===== src/sv/ppmp_pkg.sv =====
// ----------------------------------------------------------------------------
// ppmp_pkg
// shared types and character codes for the p6 stream parser
// ----------------------------------------------------------------------------
package ppmp_pkg;

	typedef enum logic [1:0] {
		PH_MAGIC   = 2'd0,
		PH_NUMBERS = 2'd1,
		PH_PIXELS  = 2'd2,
		PH_DONE    = 2'd3
	} phase_t;

	typedef enum logic [1:0] {
		MG_NONE = 2'd0,
		MG_P    = 2'd1,
		MG_P6   = 2'd2,
		MG_BAD  = 2'd3
	} magic_t;

	typedef enum logic [1:0] {
		KIND_HDR = 2'd0,
		KIND_PIX = 2'd1,
		KIND_ERR = 2'd2
	} kind_t;

	localparam logic [2:0] ERR_NONE      = 3'd0;
	localparam logic [2:0] ERR_MAGIC     = 3'd1;
	localparam logic [2:0] ERR_HDR_TRUNC = 3'd2;
	localparam logic [2:0] ERR_NUMBER    = 3'd3;
	localparam logic [2:0] ERR_PIX_TRUNC = 3'd4;

	localparam logic [1:0] FIELD_WIDTH  = 2'd0;
	localparam logic [1:0] FIELD_HEIGHT = 2'd1;
	localparam logic [1:0] FIELD_MAXVAL = 2'd2;

	localparam logic [1:0] CHAN_RED  = 2'd0;
	localparam logic [1:0] CHAN_BLUE = 2'd2;

	localparam logic [7:0] CH_P     = 8'h50;
	localparam logic [7:0] CH_SIX   = 8'h36;
	localparam logic [7:0] CH_HASH  = 8'h23;
	localparam logic [7:0] CH_PLUS  = 8'h2B;
	localparam logic [7:0] CH_MINUS = 8'h2D;
	localparam logic [7:0] CH_ZERO  = 8'h30;
	localparam logic [7:0] CH_NINE  = 8'h39;
	localparam logic [7:0] CH_SPACE = 8'h20;
	localparam logic [7:0] CH_TAB   = 8'h09;
	localparam logic [7:0] CH_LF    = 8'h0A;
	localparam logic [7:0] CH_CR    = 8'h0D;

	localparam int MAXVAL_LIM = 255;

	typedef struct packed {
		kind_t       kind;
		logic [7:0]  pixel_data;
		logic [1:0]  channel;
		logic [15:0] image_width;
		logic [15:0] image_height;
		logic [7:0]  max_value;
		logic [2:0]  error_code;
		logic        last_pixel;
	} res_t;

endpackage


===== src/sv/ppm_p6_stream_parser.sv =====
// ----------------------------------------------------------------------------
// ppm_p6_stream_parser
// binary ppm (p6) byte stream parser with header check and pixel output
// ----------------------------------------------------------------------------
// s_axis carries the file one byte per word; s_axis_tuser high marks the end
// of the file and the byte is then ignored. m_axis gives at most one word
// per input word: a header word with width, height and maxval, then one
// word per pixel byte tagged with its channel (tlast on the final byte), or
// a single error word. after an error, the final pixel or an end of file
// every further byte is taken and dropped until reset.
// an accepted byte lands in an input register and is parsed from there
// into the output register once that register is free. one byte per
// cycle is sustained while m_axis_tready stays high; the combinational
// tokeniser and digit accumulator set that figure.
// reset returns to waiting for the magic token with no output pending.
// when m_axis_tready is low the output word holds, one more byte is held in
// the input register and s_axis_tready then drops.
// ----------------------------------------------------------------------------
module ppm_p6_stream_parser #(
	parameter int DIM_BITS = 16
) (
	input  logic        clk,
	input  logic        arst_n,
	input  logic        s_axis_tvalid,
	output logic        s_axis_tready,
	input  logic [7:0]  s_axis_tdata,   // in_byte
	input  logic        s_axis_tuser,   // stream_end
	output logic        m_axis_tvalid,
	input  logic        m_axis_tready,
	output logic [55:0] m_axis_tdata,   // pixel_data, image_width, image_height, max_value,
	                                    // error_code, zero fill
	output logic [3:0]  m_axis_tuser,   // kind, channel
	output logic        m_axis_tlast    // last_pixel
);

	logic            valid_s1;
	logic [7:0]      byte_s1;
	logic            end_s1;
	logic            out_free;
	logic            step;
	logic            core_valid;
	ppmp_pkg::res_t  core_res;
	logic            out_valid_q;
	ppmp_pkg::res_t  out_q;

	assign out_free      = !out_valid_q || m_axis_tready;
	assign step          = valid_s1 && out_free;
	assign s_axis_tready = !valid_s1 || out_free;

	always_ff @(posedge clk or negedge arst_n) begin
		if (!arst_n) begin
			valid_s1 <= 1'b0;
		end else if (s_axis_tvalid && s_axis_tready) begin
			valid_s1 <= 1'b1;
		end else if (step) begin
			valid_s1 <= 1'b0;
		end
	end

	always_ff @(posedge clk) begin
		if (s_axis_tvalid && s_axis_tready) begin
			byte_s1 <= s_axis_tdata;
			end_s1  <= s_axis_tuser;
		end
	end

	ppmp_parse_core #(
		.DIM_BITS(DIM_BITS)
	) u_core (
		.clk        (clk),
		.arst_n     (arst_n),
		.step       (step),
		.in_byte    (byte_s1),
		.stream_end (end_s1),
		.res_valid  (core_valid),
		.res        (core_res)
	);

	always_ff @(posedge clk or negedge arst_n) begin
		if (!arst_n) begin
			out_valid_q <= 1'b0;
		end else if (step && core_valid) begin
			out_valid_q <= 1'b1;
		end else if (m_axis_tready) begin
			out_valid_q <= 1'b0;
		end
	end

	always_ff @(posedge clk) begin
		if (step && core_valid) begin
			out_q <= core_res;
		end
	end

	assign m_axis_tvalid = out_valid_q;
	assign m_axis_tdata  = {5'b0, out_q.error_code, out_q.max_value, out_q.image_height,
		out_q.image_width, out_q.pixel_data};
	assign m_axis_tuser  = {out_q.channel, out_q.kind};
	assign m_axis_tlast  = out_q.last_pixel;

endmodule


===== src/sv/ppmp_parse_core.sv =====
// ----------------------------------------------------------------------------
// ppmp_parse_core
// per-byte header tokeniser, number accumulator and pixel sequencer
// ----------------------------------------------------------------------------
module ppmp_parse_core #(
	parameter int DIM_BITS = 16
) (
	input  logic             clk,
	input  logic             arst_n,
	input  logic             step,
	input  logic [7:0]       in_byte,
	input  logic             stream_end,
	output logic             res_valid,
	output ppmp_pkg::res_t   res
);

	localparam int ACC_W  = DIM_BITS + 1;
	localparam int PROD_W = DIM_BITS + 5;
	localparam logic [DIM_BITS-1:0] DIM_ONE = DIM_BITS'(1);

	ppmp_pkg::phase_t      phase_q, phase_d;
	ppmp_pkg::magic_t      magic_q, magic_d;
	logic [1:0]            field_q, field_d;
	logic                  in_comment_q, in_comment_d;
	logic                  in_token_q, in_token_d;
	logic                  digits_done_q, digits_done_d;
	logic [ACC_W-1:0]      accum_q, accum_d;
	logic [DIM_BITS-1:0]   width_q, width_d;
	logic [DIM_BITS-1:0]   height_q, height_d;
	logic [7:0]            maxval_q, maxval_d;
	logic                  cr_q, cr_d;
	logic [1:0]            chan_q, chan_d;
	logic [DIM_BITS-1:0]   col_q, col_d;
	logic [DIM_BITS-1:0]   row_q, row_d;

	logic                  is_space;
	logic                  is_digit;
	logic [ACC_W-1:0]      lim;
	logic [ACC_W-1:0]      lim_sat;
	logic [PROD_W-1:0]     prod;
	logic [ACC_W-1:0]      accum_next;
	logic [ACC_W-1:0]      value;
	logic                  tok_end;
	logic                  col_last;
	logic                  row_last;
	logic                  pix_last;

	assign is_space = (in_byte == ppmp_pkg::CH_SPACE) || (in_byte == ppmp_pkg::CH_TAB) ||
		(in_byte == ppmp_pkg::CH_LF) || (in_byte == ppmp_pkg::CH_CR);
	assign is_digit = (in_byte >= ppmp_pkg::CH_ZERO) && (in_byte <= ppmp_pkg::CH_NINE);

	// limit of the current field, saturating value one above it
	assign lim = (field_q >= ppmp_pkg::FIELD_MAXVAL) ? ACC_W'(ppmp_pkg::MAXVAL_LIM) :
		{1'b0, {DIM_BITS{1'b1}}};
	assign lim_sat = lim + ACC_W'(1);
	assign prod = (PROD_W'(accum_q) << 3) + (PROD_W'(accum_q) << 1) + PROD_W'(in_byte[3:0]);
	assign accum_next = (prod > PROD_W'(lim)) ? lim_sat : prod[ACC_W-1:0];
	assign value = ((accum_q == '0) || (accum_q > lim)) ? '0 : accum_q;

	assign tok_end = in_token_q && (stream_end || (!in_comment_q && is_space));

	assign col_last = (col_q == (width_q - DIM_ONE));
	assign row_last = (row_q == (height_q - DIM_ONE));
	assign pix_last = (chan_q == ppmp_pkg::CHAN_BLUE) && col_last && row_last;

	always_comb begin
		phase_d       = phase_q;
		magic_d       = magic_q;
		field_d       = field_q;
		in_comment_d  = in_comment_q;
		in_token_d    = in_token_q;
		digits_done_d = digits_done_q;
		accum_d       = accum_q;
		width_d       = width_q;
		height_d      = height_q;
		maxval_d      = maxval_q;
		cr_d          = cr_q;
		chan_d        = chan_q;
		col_d         = col_q;
		row_d         = row_q;
		res_valid     = 1'b0;
		res           = '0;
		case (phase_q)
			ppmp_pkg::PH_PIXELS: begin
				if (stream_end) begin
					res_valid      = 1'b1;
					res.kind       = ppmp_pkg::KIND_ERR;
					res.error_code = ppmp_pkg::ERR_PIX_TRUNC;
					phase_d        = ppmp_pkg::PH_DONE;
				end else if (cr_q && in_byte == ppmp_pkg::CH_LF) begin
					cr_d = 1'b0;
				end else begin
					cr_d           = 1'b0;
					res_valid      = 1'b1;
					res.kind       = ppmp_pkg::KIND_PIX;
					res.pixel_data = in_byte;
					res.channel    = chan_q;
					res.last_pixel = pix_last;
					if (chan_q == ppmp_pkg::CHAN_BLUE) begin
						chan_d = ppmp_pkg::CHAN_RED;
						if (col_last) begin
							col_d = '0;
							row_d = row_q + DIM_ONE;
						end else begin
							col_d = col_q + DIM_ONE;
						end
					end else begin
						chan_d = chan_q + 2'd1;
					end
					if (pix_last) begin
						phase_d = ppmp_pkg::PH_DONE;
					end
				end
			end
			ppmp_pkg::PH_MAGIC, ppmp_pkg::PH_NUMBERS: begin
				if (stream_end && !in_token_q) begin
					res_valid      = 1'b1;
					res.kind       = ppmp_pkg::KIND_ERR;
					res.error_code = ppmp_pkg::ERR_HDR_TRUNC;
					phase_d        = ppmp_pkg::PH_DONE;
				end else if (tok_end) begin
					in_token_d    = 1'b0;
					digits_done_d = 1'b0;
					accum_d       = '0;
					magic_d       = ppmp_pkg::MG_NONE;
					if (phase_q == ppmp_pkg::PH_MAGIC) begin
						if (magic_q != ppmp_pkg::MG_P6) begin
							res_valid      = 1'b1;
							res.kind       = ppmp_pkg::KIND_ERR;
							res.error_code = ppmp_pkg::ERR_MAGIC;
							phase_d        = ppmp_pkg::PH_DONE;
						end else if (stream_end) begin
							res_valid      = 1'b1;
							res.kind       = ppmp_pkg::KIND_ERR;
							res.error_code = ppmp_pkg::ERR_HDR_TRUNC;
							phase_d        = ppmp_pkg::PH_DONE;
						end else begin
							phase_d = ppmp_pkg::PH_NUMBERS;
							field_d = ppmp_pkg::FIELD_WIDTH;
						end
					end else if (field_q < ppmp_pkg::FIELD_MAXVAL) begin
						if (field_q == ppmp_pkg::FIELD_WIDTH) begin
							width_d = value[DIM_BITS-1:0];
						end else begin
							height_d = value[DIM_BITS-1:0];
						end
						if (stream_end) begin
							res_valid      = 1'b1;
							res.kind       = ppmp_pkg::KIND_ERR;
							res.error_code = ppmp_pkg::ERR_HDR_TRUNC;
							phase_d        = ppmp_pkg::PH_DONE;
						end else begin
							field_d = field_q + 2'd1;
						end
					end else begin
						maxval_d = value[7:0];
						if (width_q == '0 || height_q == '0 || value == '0) begin
							res_valid      = 1'b1;
							res.kind       = ppmp_pkg::KIND_ERR;
							res.error_code = ppmp_pkg::ERR_NUMBER;
							phase_d        = ppmp_pkg::PH_DONE;
						end else if (stream_end) begin
							res_valid      = 1'b1;
							res.kind       = ppmp_pkg::KIND_ERR;
							res.error_code = ppmp_pkg::ERR_PIX_TRUNC;
							phase_d        = ppmp_pkg::PH_DONE;
						end else begin
							res_valid        = 1'b1;
							res.kind         = ppmp_pkg::KIND_HDR;
							res.image_width  = 16'(width_q);
							res.image_height = 16'(height_q);
							res.max_value    = value[7:0];
							cr_d             = (in_byte == ppmp_pkg::CH_CR);
							chan_d           = ppmp_pkg::CHAN_RED;
							col_d            = '0;
							row_d            = '0;
							phase_d          = ppmp_pkg::PH_PIXELS;
						end
					end
				end else if (in_comment_q) begin
					if (in_byte == ppmp_pkg::CH_LF) begin
						in_comment_d = 1'b0;
					end
				end else if (!in_token_q) begin
					if (is_space) begin
						in_token_d = 1'b0;
					end else if (in_byte == ppmp_pkg::CH_HASH) begin
						in_comment_d = 1'b1;
					end else begin
						in_token_d = 1'b1;
						if (phase_q == ppmp_pkg::PH_MAGIC) begin
							magic_d = (in_byte == ppmp_pkg::CH_P) ? ppmp_pkg::MG_P :
								ppmp_pkg::MG_BAD;
						end else if (in_byte == ppmp_pkg::CH_MINUS) begin
							digits_done_d = 1'b1;
							accum_d       = '0;
						end else if (in_byte == ppmp_pkg::CH_PLUS) begin
							digits_done_d = 1'b0;
						end else if (is_digit) begin
							accum_d = accum_next;
						end else begin
							digits_done_d = 1'b1;
						end
					end
				end else begin
					// inside a token
					if (phase_q == ppmp_pkg::PH_MAGIC) begin
						magic_d = (magic_q == ppmp_pkg::MG_P && in_byte == ppmp_pkg::CH_SIX) ?
							ppmp_pkg::MG_P6 : ppmp_pkg::MG_BAD;
					end else if (!digits_done_q && is_digit) begin
						accum_d = accum_next;
					end else begin
						digits_done_d = 1'b1;
					end
				end
			end
			default: begin
				res_valid = 1'b0;
			end
		endcase
	end

	always_ff @(posedge clk or negedge arst_n) begin
		if (!arst_n) begin
			phase_q       <= ppmp_pkg::PH_MAGIC;
			magic_q       <= ppmp_pkg::MG_NONE;
			field_q       <= ppmp_pkg::FIELD_WIDTH;
			in_comment_q  <= 1'b0;
			in_token_q    <= 1'b0;
			digits_done_q <= 1'b0;
			accum_q       <= '0;
			width_q       <= '0;
			height_q      <= '0;
			maxval_q      <= '0;
			cr_q          <= 1'b0;
			chan_q        <= ppmp_pkg::CHAN_RED;
			col_q         <= '0;
			row_q         <= '0;
		end else if (step) begin
			phase_q       <= phase_d;
			magic_q       <= magic_d;
			field_q       <= field_d;
			in_comment_q  <= in_comment_d;
			in_token_q    <= in_token_d;
			digits_done_q <= digits_done_d;
			accum_q       <= accum_d;
			width_q       <= width_d;
			height_q      <= height_d;
			maxval_q      <= maxval_d;
			cr_q          <= cr_d;
			chan_q        <= chan_d;
			col_q         <= col_d;
			row_q         <= row_d;
		end
	end

	a_err_stops: assert property (@(posedge clk) disable iff (!arst_n)
		step && res_valid && res.kind == ppmp_pkg::KIND_ERR |=> phase_q == ppmp_pkg::PH_DONE)
		else $error("error word did not stop the parser");

	a_hdr_starts_pixels: assert property (@(posedge clk) disable iff (!arst_n)
		step && res_valid && res.kind == ppmp_pkg::KIND_HDR |=>
		phase_q == ppmp_pkg::PH_PIXELS && chan_q == ppmp_pkg::CHAN_RED && col_q == '0 &&
		row_q == '0)
		else $error("header word without pixel counters cleared");

	a_pix_in_pixels: assert property (@(posedge clk) disable iff (!arst_n)
		res_valid && res.kind == ppmp_pkg::KIND_PIX |-> phase_q == ppmp_pkg::PH_PIXELS &&
		width_q != '0 && height_q != '0 && maxval_q != '0)
		else $error("pixel word outside a valid image");

	a_done_silent: assert property (@(posedge clk) disable iff (!arst_n)
		phase_q == ppmp_pkg::PH_DONE |-> !res_valid)
		else $error("word produced after parsing finished");

endmodule


===== config.mk =====
export PLATFORM = sky130hd
export DESIGN_NAME = ppm_p6_stream_parser
export DESIGN_NICKNAME = d
export VERILOG_FILES = /design/src/sv/ppmp_pkg.sv /design/src/sv/ppm_p6_stream_parser.sv /design/src/sv/ppmp_parse_core.sv
export SDC_FILE = /design/constraint.sdc
export NUM_CORES = 1
export LEC_CHECK = 0
export ABC_AREA = 1
export BUFFER_PORTS_ARGS = -buffer_cell sky130_fd_sc_hd__buf_2
export CORE_UTILIZATION = 60
export DETAILED_ROUTE_END_ITERATION = 12
export HOLD_SLACK_MARGIN = 0.08
export PLACE_DENSITY = 0.79
export SLEW_MARGIN = 20
export SYNTH_ARGS = -nofsm -noshare
export SYNTH_HDL_FRONTEND = slang
export SYNTH_SLANG_ARGS = --single-unit
export TNS_END_PERCENT = 100

===== constraint.sdc =====
create_clock -name clk -period 5.06 [get_ports clk]
set_input_delay 0.759 -clock clk [delete_from_list [all_inputs] [get_ports clk]]
set_output_delay 0.759 -clock clk [all_outputs]
set_load 0.05 [all_outputs]

==> Implementation_results.wiki, run 1 <==
{| class="wikitable"
! Metric !! Value
|-
| Die Wd || 134.6 microns
|-
| Most common cell on crit path || sky130_fd_sc_hd__nand2_1
|-
| P_int || 3.328 mW
|-
| Element type at the critical path start || register
|-
| Worst min-delay path class || in -> async
|-
| GR Overflow Total || 0
|-
| Fraction of layout instances using a drive strength above 1 || 0.1246
|-
| Worst r2r path cells || 26
|-
| Die area || 18120 sq um
|-
| Floorplan die height || 134.6 microns
|-
| Remaining antenna violation count || 0
|-
| Count of H-tree levels built during CTS || 4
|-
| Data arrival at the endpoint of the critical path || 4490 ps
|-
| Number of sinks handled by clock tree synthesis || 160
|-
| Final Setup Violations || 0
|-
| Count of yosys warnings during synthesis || 0
|-
| Violation count after the first detailed-route iteration || 666
|-
| Area added between synthesis and finish || 10.33%
|-
| Count of antenna diodes in the layout || 0
|-
| Number of global-route vias before repair || 8633
|-
| Synth Area in Compound Gates || 0.09489
|-
| Proportion of netlist area held by the largest area contributor || 0.2254
|-
| Power density of the placed cells || 564.9 nW/um^2
|-
| Placed instance area || 11040 sq um
|-
| Worst slew pin tran || 915.5 ps
|-
| Peak supply drop || 0.4158 mV
|-
| Main combinational cell family by area after synthesis || simple AND/OR/NAND/NOR gates
|-
| Status || finished clean
|-
| Vias || 9316
|-
| Avg Cell Area, Syn || 7.855 sq um
|-
| Number of iterations in the first detailed-routing pass || 5
|-
| Initial core utilization || 0.6120
|-
| Number of filler cells placed in the layout || 1425
|-
| Post-cts resize count || 0
|-
| Worst Path Class, Setup || reg -> reg
|-
| Setup repair after global routing missed its margin || no
|-
| Via-per-instance ratio || 5.660
|-
| Synthesized flop and latch total || 160
|-
| Portion of the post-synthesis area used by sequential elements || 0.4104
|-
| Final cell utilization of the core || 0.6752
|-
| Cell type with the largest total area after synthesis || sky130_fd_sc_hd__dfrtp_1
|-
| Highest-count cells in the layout ignoring fill and taps || sky130_fd_sc_hd__nand2_1 (304), sky130_fd_sc_hd__nor2_1 (180), sky130_fd_sc_hd__inv_1 (138)
|-
| Routed wire per std cell || 15.66 microns
|-
| Leakage power summed over all cells || 5.467 nW
|-
| Number of endpoints with negative hold slack in the final report || 0
|-
| Placer congestion estimate || 0.9390
|-
| Post-route minimum period || 4116 ps
|-
| Hold buffer count at cts || 0
|-
| Area share of and/or/nand/nor cells after synthesis || 0.2974
|-
| Fin area || 11640 sq um
|-
| CTS buffer count || 17
|-
| Post-CTS Setup Bufs || 0
|-
| Slowest CP cell || sky130_fd_sc_hd__fa_1
|-
| Distinct cell type count after synthesis || 50
|-
| Final Max Tran Viols || 0
|-
| Port-buffer cells || 70
|-
| Core area || 17240 sq um
|-
| Maximum clock frequency || 243.0 MHz
|-
| All-layer global routing usage || 0.2964
|-
| Clock Path Buffers || 2
|-
| Relative contribution of the clock network to total power || 0.201
|-
| Fin nets || 1483
|-
| Part of the cycle the worst path needs || 0.8134
|-
| Hold_ws || 437.0 ps
|-
| Switching power summed over all nets || 3.247 mW
|-
| Largest cells by area after synthesis || sky130_fd_sc_hd__dfrtp_1 (23%), sky130_fd_sc_hd__edfxtp_1 (19%), sky130_fd_sc_hd__nand2_1 (11%)
|-
| Synthesized instance count || 1343
|-
| # DRC || 0
|-
| Max Clock Skew || 16.49 ps
|-
| Final-layout setup total negative slack || 0 ps
|-
| HPWL after DPL || 19130 microns
|-
| First-pass GRT wire length || 42200 microns
|-
| Count of boundary I/O pins || 76
|-
| CTS tree || built
|-
| Count of max-cap constraint violations || 0
|-
| Post-Synth Adder-Cell Area || 0.07496
|-
| Routed wire length || 25780 microns
|-
| Sort of element at the end of the critical path || register
|-
| Relative contribution of combinational cells to total power || 0.489
|-
| Power share of the sequential group || 0.310
|-
| Insertion delay to the later sink of the worst-skew pair || 440 ps
|-
| Clock Pin Slew Worst Setup and Hold Paths || 70 ps
|-
| Clock Root Buffer || sky130_fd_sc_hd__clkbuf_16
|-
| Max transition margin || 0.3874
|-
| Proportion of synthesized area in mux cells || 0
|-
| Cell area after synthesis || 10550 sq um
|-
| Net switching fraction of the power || 0.4938
|-
| Req. time, crit path || 5430 ps
|-
| Leading cell type in the layout, fill and taps excluded || sky130_fd_sc_hd__nand2_1
|-
| Antenna violations before repair || 0
|-
| Largest fanout on the critical path || 15
|-
| Maximum number of pins on one net before global-route repair || 67
|-
| Largest stage delay, worst path || 540 ps
|-
| Rows || 48
|-
| Xor and xnor fraction of the mapped netlist area || 0.04733
|}
-- state kept, by name, indices dropped and copies added, names as in the netlist --
signal,cells
end_s1,1
u_core.phase_q,2
m_axis_tlast,1
u_core.magic_q,2
u_core.chan_q,2
u_core.field_q,2
u_core.height_q,16
m_axis_tdata,51
u_core.in_comment_q,1
valid_s1,1
m_axis_tuser,4
u_core.digits_done_q,1
u_core.in_token_q,1
u_core.cr_q,1
u_core.width_q,16
u_core.row_q,16
u_core.col_q,16
u_core.accum_q,17
byte_s1,8
m_axis_tvalid,1
-- critical path, delay by kind of cell (launching register included) --
kind	cells	cell delay, ps
adders and majority gates	3	1280
and+or+nand+nor	14	1260
buffers and inverters	6	570
DFF	1	420
AOI/OAI and AO/OA	2	390
xor gates and xnor gates	1	110
-- path summary, 6_finish.rpt --
kind                                                from                            end  slack (ps)
setup / recovery                    byte_s1[3]$_DFFE_PP_  u_core.accum_q[4]$_DFFE_PN0P_         940
hold / removal                                    arst_n    u_core.col_q[1]$_DFFE_PN0P_         440
setup reg to reg                    byte_s1[3]$_DFFE_PP_  u_core.accum_q[4]$_DFFE_PN0P_         940
hold reg to reg            u_core.magic_q[1]$_DFFE_PN0P_  u_core.magic_q[1]$_DFFE_PN0P_         490
max in group asynchronous                         arst_n    u_core.row_q[0]$_DFFE_PN0P_        3650
min in group clk           u_core.magic_q[1]$_DFFE_PN0P_  u_core.magic_q[1]$_DFFE_PN0P_         490
-- per-layer routing --
metal / vias to the layer above / wire [microns] / track usage
met4: 0 / 707 / 0.1080
met3: 58 / 1294 / 0.04242
met1: 4387 / 11300 / 0.3905
li1: 4568 / - / -
met5: - / 0 / 0
met2: 303 / 12470 / 0.4983
-- cells in the mapped netlist, drive strengths merged --
master / number
edfxtp: 65
a21o: 4
nor4: 8
a21boi: 3
nand2: 312
o211ai: 3
fa: 2
buf: 26
o21ai: 89
conb: 1
ha: 60
a32oi: 1
a31oi: 3
nand3: 125
nor2: 191
o21bai: 4
o31ai: 4
inv: 149
nand3b: 10
clkbuf: 10
a211oi: 2
xor2: 34
and3: 1
nand4: 33
dfrtp: 95
a21oi: 55
xnor2: 23
or2: 6
nor3: 24
-- stage by stage --
stage               std cells  total power [mW]  setup slack, ps
floorplan                1347             4.535            660.8
global placement         1614             5.166             1110
detailed placement       1614             5.224            994.0
CTS                      1646             6.551            950.6
global route             1646             7.007            593.1
finish                   1646             6.575            944.2
-- power by group through the flow --
stage	clock [mW]	combinational [mW]	sequential (mW)
2_1_floorplan	0	2.14	2.39
3_5_place_dp	0	3.17	2.05
5_1_grt	1.38	3.55	2.07
6_report	1.32	3.21	2.04
4_1_cts	1.33	3.19	2.03
3_3_place_gp	0	3.12	2.04
-- cell families (layout without fill, tap and decap cells) --
| logic type | after synthesis | count (layout) |
|---|---|---|
| xor+xnor | 57 | 57 |
| other cells | 1 | 5 |
| compound gates | 168 | 168 |
| fa+ha+maj | 62 | 62 |
| simple gates | 710 | 710 |
| buf+inv | 185 | 259 |
| flops | 160 | 160 |
-- final cells by class --
class / instances / area [sq um] / share of cell area
Sequential cell: 160 / 4329 / 0.3720
Clock buffer: 18 / 429.2 / 0.03687
Clock inverter: 14 / 167.7 / 0.01441
Timing Repair Buffer: 78 / 412.9 / 0.03548
Multi-Input combinational cell: 1002 / 5456 / 0.4688
Tap cell: 225 / 281.5 / 0.02419
Inverter: 149 / 561.8 / 0.04827
Note: power is estimated with default switching activity, not from simulation.
==> run 2: changes to the inputs <==
==> constraint.sdc (replaced) <==
create_clock -name clk -period 4.3 [get_ports clk]
set_input_delay 0.645 -clock clk [delete_from_list [all_inputs] [get_ports clk]]
set_output_delay 0.645 -clock clk [all_outputs]
set_load 0.05 [all_outputs]
==> run 2 against run 1 <==
Final area is 0.59% higher. Critical path type unchanged. Clock-buffer cell count stayed put. Clock skew is 5.9 ps lower. Largest power group unchanged.
==> Implementation_results.wiki, run 2 (synthesis results as in run 1) <==
{| class="wikitable"
! Metric !! Value
|-
| Sort of element at the end of the critical path || register
|-
| Worst min-delay path class || in -> async
|-
| Count of max-cap constraint violations || 0 (unchanged)
|-
| Start point of the critical path || byte_s1[3]$_DFFE_PP_
|-
| Number of endpoints with negative hold slack in the final report || 0 (unchanged)
|-
| Clock Path Buffers || 2 (unchanged)
|-
| Hold buffer count at cts || 0 (unchanged)
|-
| End of the worst register-to-register path || u_core.accum_q[3]$_DFFE_PN0P_
|-
| Crit path buffers/inverters || 5 (-1)
|-
| Antenna violations before repair || 0 (unchanged)
|-
| Peak supply drop || 0.4527 mV (+8.9%)
|-
| Req. time, crit path || 4680 ps (-750 ps)
|-
| Setup repair after global routing missed its margin || no
|-
| Remaining antenna violation count || 0 (unchanged)
|-
| GR Overflow Total || 0 (unchanged)
|-
| Global Route met3 Usage || 0.04842 (+0.006006)
|-
| Setup ws final || 338.1 ps (-606.1 ps)
|-
| Max reg flops || 51 (unchanged)
|-
| Initial core utilization || 0.6120 (unchanged)
|-
| Element type at the critical path start || register
|-
| Number of iterations in the first detailed-routing pass || 5 (unchanged)
|-
| Placed instance area || 11090 sq um (+0.41%)
|-
| # DRC || 0 (unchanged)
|-
| Via-per-instance ratio || 5.646 (-0.25%)
|-
| Die Wd || 134.6 microns (unchanged)
|-
| Most used routing layer in global routing || met2
|-
| Violation count after the first detailed-route iteration || 818 (+23%)
|-
| Worst slack, placed || 153.7 ps (-840.3 ps)
|-
| Placer congestion estimate || 0.9253 (-1.5%)
|-
| Core area || 17240 sq um (unchanged)
|-
| Largest stage delay, worst path || 550 ps (about the same)
|-
| Final Max Tran Viols || 0 (unchanged)
|-
| Rows || 48 (unchanged)
|-
| Maximum clock frequency || 252.4 MHz (+3.9%)
|-
| Leading cell type in the layout, fill and taps excluded || sky130_fd_sc_hd__nand2_1
|-
| Fin nets || 1493 (+0.67%)
|-
| Final-layout setup total negative slack || 0 ps (unchanged)
|-
| All-layer global routing usage || 0.3024 (+0.006004)
|-
| Port-buffer cells || 70 (unchanged)
|-
| Clock Root Buffer || sky130_fd_sc_hd__clkbuf_16
|-
| Floorplan die height || 134.6 microns (unchanged)
|-
| Area added between synthesis and finish || 10.98%
|-
| Die area || 18120 sq um (unchanged)
|-
| CTS tree || built
|-
| Routed wire length || 26330 microns (+2.2%)
|-
| Met1 track utilization from global routing || 0.3963 (+0.005815)
|-
| Max transition margin || 0.4237 (+0.03625)
|-
| Worst Setup EP || u_core.accum_q[3]$_DFFE_PN0P_
|-
| Largest delay share family, worst path || simple AND/OR/NAND/NOR gates
|-
| Largest fanout on the critical path || 8 (-7)
|-
| Slowest CP cell || sky130_fd_sc_hd__fa_1
|-
| Power consumption || 7.930 mW (+21%)
|-
| Worst r2r path cells || 25 (-3.8%)
|-
| Number of filler cells placed in the layout || 1439 (+0.98%)
|-
| CTS buffer count || 17 (unchanged)
|-
| Count of antenna diodes in the layout || 0 (unchanged)
|-
| Part of the cycle the worst path needs || 0.9214 (+0.1080)
|-
| Fin area || 11710 sq um (+0.59%)
|-
| Routed wire per std cell || 15.90 microns (+1.5%)
|-
| Worst R2R Setup Slack || 340 ps (-610 ps)
|-
| Fraction of layout instances using a drive strength above 1 || 0.1335 (+0.008913)
|-
| Number of sinks handled by clock tree synthesis || 160 (unchanged)
|-
| Final Setup Violations || 0 (unchanged)
|-
| Insertion delay to the later sink of the worst-skew pair || 440 ps (about the same)
|-
| Vias || 9349 (+0.35%)
|-
| Max Clock Skew || 10.58 ps (-5.912 ps)
|-
| First-pass GRT wire length || 43040 microns (+2.0%)
|-
| Number of global-route vias before repair || 8791 (+1.8%)
|-
| Met2 usage || 0.5081 (+0.009787)
|-
| Power density of the placed cells || 677.3 nW/um^2 (+20%)
|-
| Most common cell on crit path || sky130_fd_sc_hd__nand2_1
|-
| Highest-count cells in the layout ignoring fill and taps || sky130_fd_sc_hd__nand2_1 (303), sky130_fd_sc_hd__nor2_1 (179), sky130_fd_sc_hd__inv_1 (138)
|-
| Maximum number of pins on one net before global-route repair || 67 (unchanged)
|-
| Worst Path Class, Setup || reg -> reg
|-
| Worst slew pin tran || 864.5 ps (-50.99 ps)
|-
| Post-route minimum period || 3962 ps (-153.9 ps)
|-
| Status || finished clean
|-
| Clock Pin Slew Worst Setup and Hold Paths || 70 ps (about the same)
|-
| Leakage power summed over all cells || 5.513 nW (+0.85%)
|-
| HPWL after DPL || 19330 microns (+1.1%)
|-
| Crit. path cell count || 25 (-3.8%)
|-
| Hold_ws || 307.4 ps (-129.5 ps)
|-
| Data arrival at the endpoint of the critical path || 4340 ps (-150 ps)
|-
| Count of H-tree levels built during CTS || 4 (unchanged)
|-
| Count of boundary I/O pins || 76 (unchanged)
|-
| Reg-to-reg critical path startpoint || byte_s1[3]$_DFFE_PP_
|}
-- run 2: changes by cell type in the layout (fill, tap and decap cells not counted), sizes merged --
cell,change
buf,+9
clkinv,+3
bufinv,-1
clkinvlp,-1
-- run 2: power breakdown --
| part | internal [mW] | switching, mW |
|---|---|---|
| Combinational | 1.10 | 2.95 |
| Clock | 0.818 | 0.686 |
| Sequential | 2.03 | 0.349 |
| Total | 3.95 | 3.98 |
-- run 2: what timing repair did --
| action | 4_1_cts | 5_1_grt |
|---|---|---|
| setup buffers | 0 | 3 |
| endpoints found under the setup margin | 0 | 17 |
| resized for setup | 0 | 9 |
-- run 2: metal layers --
metal / up-vias / share of wire
met2: 295 / 0.48
li1: 4590 / -
met4: 0 / 0.029
met5: - / 0
met1: 4406 / 0.44
met3: 58 / 0.049
-- run 2: worst min-delay path by stage --
stage	endpoint	cells past startpoint	startpoint	slack (ps)
3_5_place_dp	u_core.magic_q[1]$_DFFE_PN0P_	2	u_core.magic_q[1]$_DFFE_PN0P_	490
3_3_place_gp	u_core.magic_q[1]$_DFFE_PN0P_	2	u_core.magic_q[1]$_DFFE_PN0P_	470
2_1_floorplan	m_axis_tvalid$_DFFE_PN0P_	0	arst_n	350
6_report	u_core.col_q[0]$_DFFE_PN0P_	1	arst_n	310
4_1_cts	u_core.width_q[2]$_DFFE_PN0P_	1	arst_n	360
5_1_grt	byte_s1[7]$_DFFE_PP_	1	s_axis_tdata[7]	370
-- run 2: area by class of cell --
class	instances	area, sq um	area share
repair inverters	1	8.758	0.0007481
well taps	225	281.5	0.02405
repair buffers	87	480.5	0.04104
flip-flops and latches	160	4329	0.3698
inverters	149	566.8	0.04841
clock buffers	18	429.2	0.03666
multi-input cells	1002	5469	0.4671
clock inverters	14	142.6	0.01218
-- run 2: metrics by stage --
step                std cells    util
detailed placement       1620  0.6432
global route             1656  0.6792
finish                   1656  0.6792
floorplan                1347       -
CTS                      1652  0.6764
global placement         1620  0.6432
